`config.mk`:
```
export PLATFORM = sky130hd
export DESIGN_NAME = rgbh_div
export DESIGN_NICKNAME = d
export VERILOG_FILES = /design/src/design/rgb_channel_histogram_defines.svh /design/src/design/rgbh_pkg.sv /design/src/design/rgbh_div.sv
export SDC_FILE = /design/constraint.sdc
export NUM_CORES = 1
export LEC_CHECK = 0
export BUFFER_PORTS_ARGS = -buffer_cell sky130_fd_sc_hd__buf_2
export CORE_ASPECT_RATIO = 0.5
export CORE_UTILIZATION = 50
export CTS_BUF_LIST = sky130_fd_sc_hd__clkbuf_4
export DETAILED_ROUTE_END_ITERATION = 10
export PLACE_DENSITY = 0.75
export SETUP_SLACK_MARGIN = 0.1
export SYNTH_ARGS = -nofsm -noshare
export SYNTH_HDL_FRONTEND = slang
export SYNTH_SLANG_ARGS = --single-unit
```
`constraint.sdc`:
```
create_clock -name clk_i -period 5.6 [get_ports clk_i]
set_input_delay 0.56 -clock clk_i [delete_from_list [all_inputs] [get_ports clk_i]]
set_output_delay 0.56 -clock clk_i [all_outputs]
set_load 0.03 [all_outputs]
```
`src/design/rgb_channel_histogram_defines.svh`:
```
// Assertion macros for the RGB histogram block.
`ifndef RGB_CHANNEL_HISTOGRAM_DEFINES_SVH
`define RGB_CHANNEL_HISTOGRAM_DEFINES_SVH
`ifndef SYNTHESIS
`define RGBH_ASSERT(label, prop, msg) \
  label: assert property (@(posedge clk_i) disable iff (!rst_ni) prop) else $error(msg);
`define RGBH_ASSERT_ALWAYS(label, prop, msg) \
  label: assert property (@(posedge clk_i) prop) else $error(msg);
`else
`define RGBH_ASSERT(label, prop, msg)
`define RGBH_ASSERT_ALWAYS(label, prop, msg)
`endif
`endif

```
`src/design/rgbh_pkg.sv`:
```
package rgbh_pkg;
  localparam int BIN_COUNT  = 256;
  localparam int COUNT_BITS = 24;
  localparam int IDX_W      = $clog2(BIN_COUNT);
  localparam int LVL_W      = 8;
  localparam int VIEW_W     = 12;
  localparam int CNT_FLD_W  = 24;
  localparam int BAR_W      = 11;
  localparam int NUM_CH     = 3;
  localparam int DVD_W      = COUNT_BITS + VIEW_W;
  localparam int DVS_W      = COUNT_BITS + 1;
  localparam logic [VIEW_W-1:0] VIEW_RESET = VIEW_W'(256);
  localparam logic [COUNT_BITS-1:0] COUNT_MAX = {COUNT_BITS{1'b1}};

  localparam logic [1:0] CMD_CLEAR = 2'd0;
  localparam logic [1:0] CMD_ACCUM = 2'd1;
  localparam logic [1:0] CMD_READ  = 2'd2;

  // Map a level or bin index onto the last bin when it lies beyond the table
  function automatic logic [IDX_W-1:0] clamp_bin(input logic [LVL_W-1:0] v);
    logic [LVL_W:0] wide;
    wide = {1'b0, v};
    if (wide >= (LVL_W+1)'(BIN_COUNT)) begin
      return IDX_W'(BIN_COUNT - 1);
    end
    return v[IDX_W-1:0];
  endfunction
endpackage

```
`src/design/rgbh_div.sv`:
```
module rgbh_div (
  input  logic                        clk_i,
  input  logic                        rst_ni,
  input  logic                        start_i,
  input  logic [rgbh_pkg::DVD_W-1:0]  dividend_i,
  input  logic [rgbh_pkg::DVS_W-1:0]  divisor_i,
  output logic                        busy_o,
  output logic                        done_o,
  output logic [rgbh_pkg::DVD_W-1:0]  quotient_o
);
  import rgbh_pkg::*;

  localparam int STEP_W = $clog2(DVD_W + 1);

  logic              busy_q, busy_d;
  logic              done_q, done_d;
  logic [STEP_W-1:0] step_q, step_d;
  logic [DVS_W-1:0]  rem_q, rem_d;
  logic [DVS_W-1:0]  dvs_q, dvs_d;
  logic [DVD_W-1:0]  quo_q, quo_d;
  logic [DVS_W:0]    trial;
  logic [DVS_W:0]    diff;

  // One quotient bit per cycle, restoring form
  always_comb begin
    busy_d = busy_q;
    done_d = 1'b0;
    step_d = step_q;
    rem_d  = rem_q;
    dvs_d  = dvs_q;
    quo_d  = quo_q;
    trial  = {rem_q, quo_q[DVD_W-1]};
    diff   = trial - {1'b0, dvs_q};
    if (start_i) begin
      busy_d = 1'b1;
      step_d = '0;
      rem_d  = '0;
      dvs_d  = divisor_i;
      quo_d  = dividend_i;
    end else if (busy_q) begin
      if (trial >= {1'b0, dvs_q}) begin
        rem_d = diff[DVS_W-1:0];
        quo_d = {quo_q[DVD_W-2:0], 1'b1};
      end else begin
        rem_d = trial[DVS_W-1:0];
        quo_d = {quo_q[DVD_W-2:0], 1'b0};
      end
      step_d = step_q + STEP_W'(1);
      if (step_q == STEP_W'(DVD_W - 1)) begin
        busy_d = 1'b0;
        done_d = 1'b1;
      end
    end
  end

  always_ff @(posedge clk_i or negedge rst_ni) begin
    if (!rst_ni) begin
      busy_q <= 1'b0;
      done_q <= 1'b0;
      step_q <= '0;
    end else begin
      busy_q <= busy_d;
      done_q <= done_d;
      step_q <= step_d;
    end
  end

  always_ff @(posedge clk_i) begin
    rem_q <= rem_d;
    dvs_q <= dvs_d;
    quo_q <= quo_d;
  end

  assign busy_o     = busy_q;
  assign done_o     = done_q;
  assign quotient_o = quo_q;
endmodule

```
### Word level (Yosys, flattened, before mapping)

Cells that the tools add are included.

* reductions and logical operators: 1
* equality and inequality tests: 1
* multiplexer cells: 12
* add/subtract/negate cells: 2
* order comparisons: 1

Operator list (count)
* 2-to-1 mux 36 bit: 2
* greater-or-equal comparator 26 x 25 -> 1 bit: 1
* 2-to-1 mux 25 bit: 1
* subtractor 25 bit: 1
* 2-to-1 mux 6 bit: 2
* 2-to-1 mux 1 bit: 7
* adder 6 x 1 -> 6 bit, second input constant: 1
* equality test 6 bit, second input constant: 1
* nonzero test 2 bit: 1

* bits in registers: 94
* logic and storage cells: 23
* output and inout bits: 38
* input bits: 64

### Longest topological paths before layout

* word-level depth: 4
* gate-level depth with buffers: 13

### Worst setup path before layout

Ideal clock, no wire load.

* kind: reg-to-reg
* start point: register quo_q[35], in the netlist quotient_o[35]
* end point: register rem_q[2]
* arrival time: 2.952 ns
* buffers on the path: 1
* required time: 5.472 ns
* stages on the path, launching flop included: 14
* path slack: 2.520 ns
* clock period less this slack: 3.080 ns
* path through: edfxtp_1 -> inv_1 -> ha_1 -> inv_1 -> fa_1 -> a211oi_2 -> o21ai_1 -> o221ai_1 -> a31oi_1 -> nor4b_4 -> buf_6 -> mux2_2 -> mux2i_1 -> nor2_1

* word-level cells in the longest chain between the ends: 2
* elaborated cells on any way between the ends: 3
* those cells by class: 1 x add/sub; 1 x order compare; 1 x mux

Ends and longest elaborated chain
* start: declaration: RTL line rgbh_div.sv:20 `logic [DVD_W-1:0] quo_q, quo_d;`
* start signal: assignment: RTL line rgbh_div.sv:71 `quo_q <= quo_d;`
* subtractor 25 bit / greater-or-equal comparator 26 x 25 -> 1 bit (equally long branches): RTL line rgbh_div.sv:33, rgbh_div.sv:41
* 2-to-1 mux 25 bit *: RTL line rgbh_div.sv:41 `if (trial >= {1'b0, dvs_q}) begin`
* end signal: assignment: RTL line rgbh_div.sv:69 `rem_q <= rem_d;`
* end: declaration: RTL line rgbh_div.sv:18 `logic [DVS_W-1:0] rem_q, rem_d;`

Every way passes the cells marked *; elsewhere a longest branch is shown, timed or not.
A chain may end at the register's enable or synchronous reset.

### Final worst setup path

* start point: register quo_q[35], in the netlist quotient_o[35]
* end point: register rem_q[16]

Same word-level chain as after synthesis.

==> results.toml <==
[grt]
use_met1_pct = 25.4
grt_overflow = 0
grtUsageMet3_pct = 8.20
grt_max_degree = 57
grt_pass1_wl_mm = 16.8
grt_most_used_layer = "met2"
first_global_vias = 3657
grt.total_usage_pct = 20.3
antenna_found_initial = 0
use_met2_pct = 32.6

[worst_hold_path]
hp-start = "divisor_i[4]"
min_to = "dvs_q[4]"
hold_class = "in -> reg"
whs_path_depth = 1

[clock_tree]
cts_tree = "done"
cts.repair.resized = 0
htreeDepth = 3
root_buffer = "clkbuf_4"
cts_setup_buffers = 0
worstSkewPairLatency_ns = 0.47
clk_pin_slew_worst_paths_ns = 0.15
ctsHoldBuffers = 1
clockBufferDepth = 2
cts.sinks = 94
numCtsBuffers = 9

[critical_path]
crit_fanout = 23
crit_path_start_kind = "flop"
end_kind = "flop"
crit_chain = "inv_1 -> ha_1 -> inv_1 -> fa_1 -> a211oi_2 -> o21ai_1 -> o221ai_1 -> a31oi_1 -> nor4b_4 -> buf_4 -> mux2i_1 -> a211oi_1"
critPathKind = "reg -> reg"
crit_path_max_incr_delay_ns = 0.86
rrSetupSlack_ns = 1.86
startpoint = "quotient_o[35]"
rr_worst_depth = 12
r2r-end = "rem_q[16]"
timing.rr.start = "quotient_o[35]"
cp.required_ns = 5.90
worst_ep_arrival_time_ns = 4.04
crit_slowest_cell = "nor4b_4"
critPathMostFrequentCell = "inv_1"

[finish]
final_cell_mix = "buf_2 (100), edfxtp_1 (61), nor2_1 (49)"
finalNetCount = 658
regArea_um2 = 2530
syn2layout_area_growth_pct = 14.6
fin_cells = 707
diodes = 0
multiInputGateArea_um2 = 2350
n_fill_cell = 821
layout_commonest_cell = "buf_2"
drive_above_1_share_pct = 30.6

[placed_design]
dp_hpwl_mm = 7.11
gp_congestion = 0.839
io_buffers = 101
place_inst = 690

[synthesis]
ys_types = 52
syn_inst = 472
ys.warnings.count = 0
yosysSeqAreaShare_pct = 49.4
synth_area_um2 = 5130
synth_edf_count = 61
synthFlopType = "edfxtp_1"
synth_nets = 563
synthArstFlopShare_pct = 8.51
ys_ff_latch = 94
syn_avg_cell_area_um2 = 10.9

[sta]
fmax_mhz = 267
finalSetupViolCount = 0
worst_slew_pin_slew_ns = 1.06
rsz0062_at_grt = "no"
slew_violations = 0
timing_hold_violations_final = 0
period_share_pct = 66.8
worst_clock_skew_ns = 0.0183
period_minus_slack_ns = 3.74
slew-limit-headroom_pct = 29.5
finalSetupTns_ns = 0

[die]
die-width_um = 145
io_pins = 102
initial_utilization_pct = 52.9
fp.coreArea_um2 = 9700
num_rows = 25
dieArea_um2 = 10700
die_height_um = 73.6

[route]
drc = 0
vias = 3772
wl_per_cell_um = 14.3
avgViaCountPerCell = 5.34
ant_nets = 0
drt-initial-drc-count = 158
firstDrtPassIters = 4
wirelength_mm = 10.1

[job]
max-cap-violations = 0

[power]
p_leak_uw = 0.00262
peakVddDrop_uv = 150
cellPowerDensity_nw_per_um2 = 432

[status]
outcome = "finished clean"
-- Yosys cell counts, types with 10 or more instances --
cell type	instances	share of area, %
mux2_2	39	8.6
edfxtp_1	61	36
inv_1	38	2.8
nor2_1	49	3.6
nand2_1	26	1.9
a211oi_2	10	2.4
clkbuf_1	12	0.88
dfxtp_1	25	9.8
o21ai_0	16	1.6
mux2i_1	12	2.3
a21oi_1	34	3.3
ha_1	26	6.3
a211oi_1	15	2.2
xnor2_1	11	1.9
-- per-stage QoR --
stage	setup WS, ns	hold WS (ns)	instance area (um^2)	total power (uW)	utilization, %
CTS	1.84	0.227	5880	2550	60.7
finish	1.86	0.253	5880	2540	60.7
floorplan	2.52	0.264	5130	1950	-
detailed placement	1.89	0.407	5730	2160	59.1
global route	1.48	0.206	5880	2730	60.7
global placement	2.01	0.410	5730	2130	59.1
-- metal layers --
metal  vias to the layer above  share of wire [%]
met2                        92                 45
met1                      1761                 47
met5                         -                  0
li1                       1906                  -
met4                         0                1.3
met3                        13                7.2
-- area by class of cell --
| cell class | count | area share (%) |
|---|---|---|
| multi-input cells | 319 | 40.0 |
| clock inverters | 7 | 1.32 |
| inverters | 38 | 2.43 |
| flip-flops and latches | 94 | 43.1 |
| well taps | 135 | 2.87 |
| clock buffers | 9 | 1.15 |
| repair buffers | 105 | 9.19 |
-- registers in the layout, summed over array words and instances, names as in the netlist --
name and cells:
dvs_q 25, step_q 6, busy_o 1, quotient_o 36
rem_q 25, done_o 1
-- worst max path at each step --
| stage | endpoint | slack, ns |
|---|---|---|
| 5_1_grt | rem_q[6] | 1.48 |
| 4_1_cts | rem_q[19] | 1.84 |
| 2_1_floorplan | rem_q[2] | 2.52 |
| 3_3_place_gp | rem_q[7] | 2.01 |
| 6_report | rem_q[16] | 1.86 |
| 3_5_place_dp | rem_q[19] | 1.89 |
-- power breakdown --
group | switching, uW | internal (uW)
Sequential | 95.5 | 876
Combinational | 661 | 523
Clock | 246 | 141
-- logic make-up (layout without fill, tap and decap cells) --
family | Yosys count | after routing | share of synthesized area, %
simple gates | 117 | 117 | 10.8
compound gates | 106 | 106 | 14.3
flops | 94 | 94 | 49.4
buf+inv | 59 | 159 | 4.83
mux | 51 | 51 | 10.9
fa+ha+maj | 27 | 27 | 6.73
xor+xnor | 18 | 18 | 3.07
-- worst max-delay path: cells and delay by family (launching register included) --
kind                       cells  cell delay (ns)
muxes                          1             0.23
and+or+nand+nor                1             0.86
AOI/OAI and AO/OA              5             0.89
buffers and inverters          3             0.55
DFF                            1             0.43
adders and majority gates      2             0.59
(Power assumes the default switching activity.)
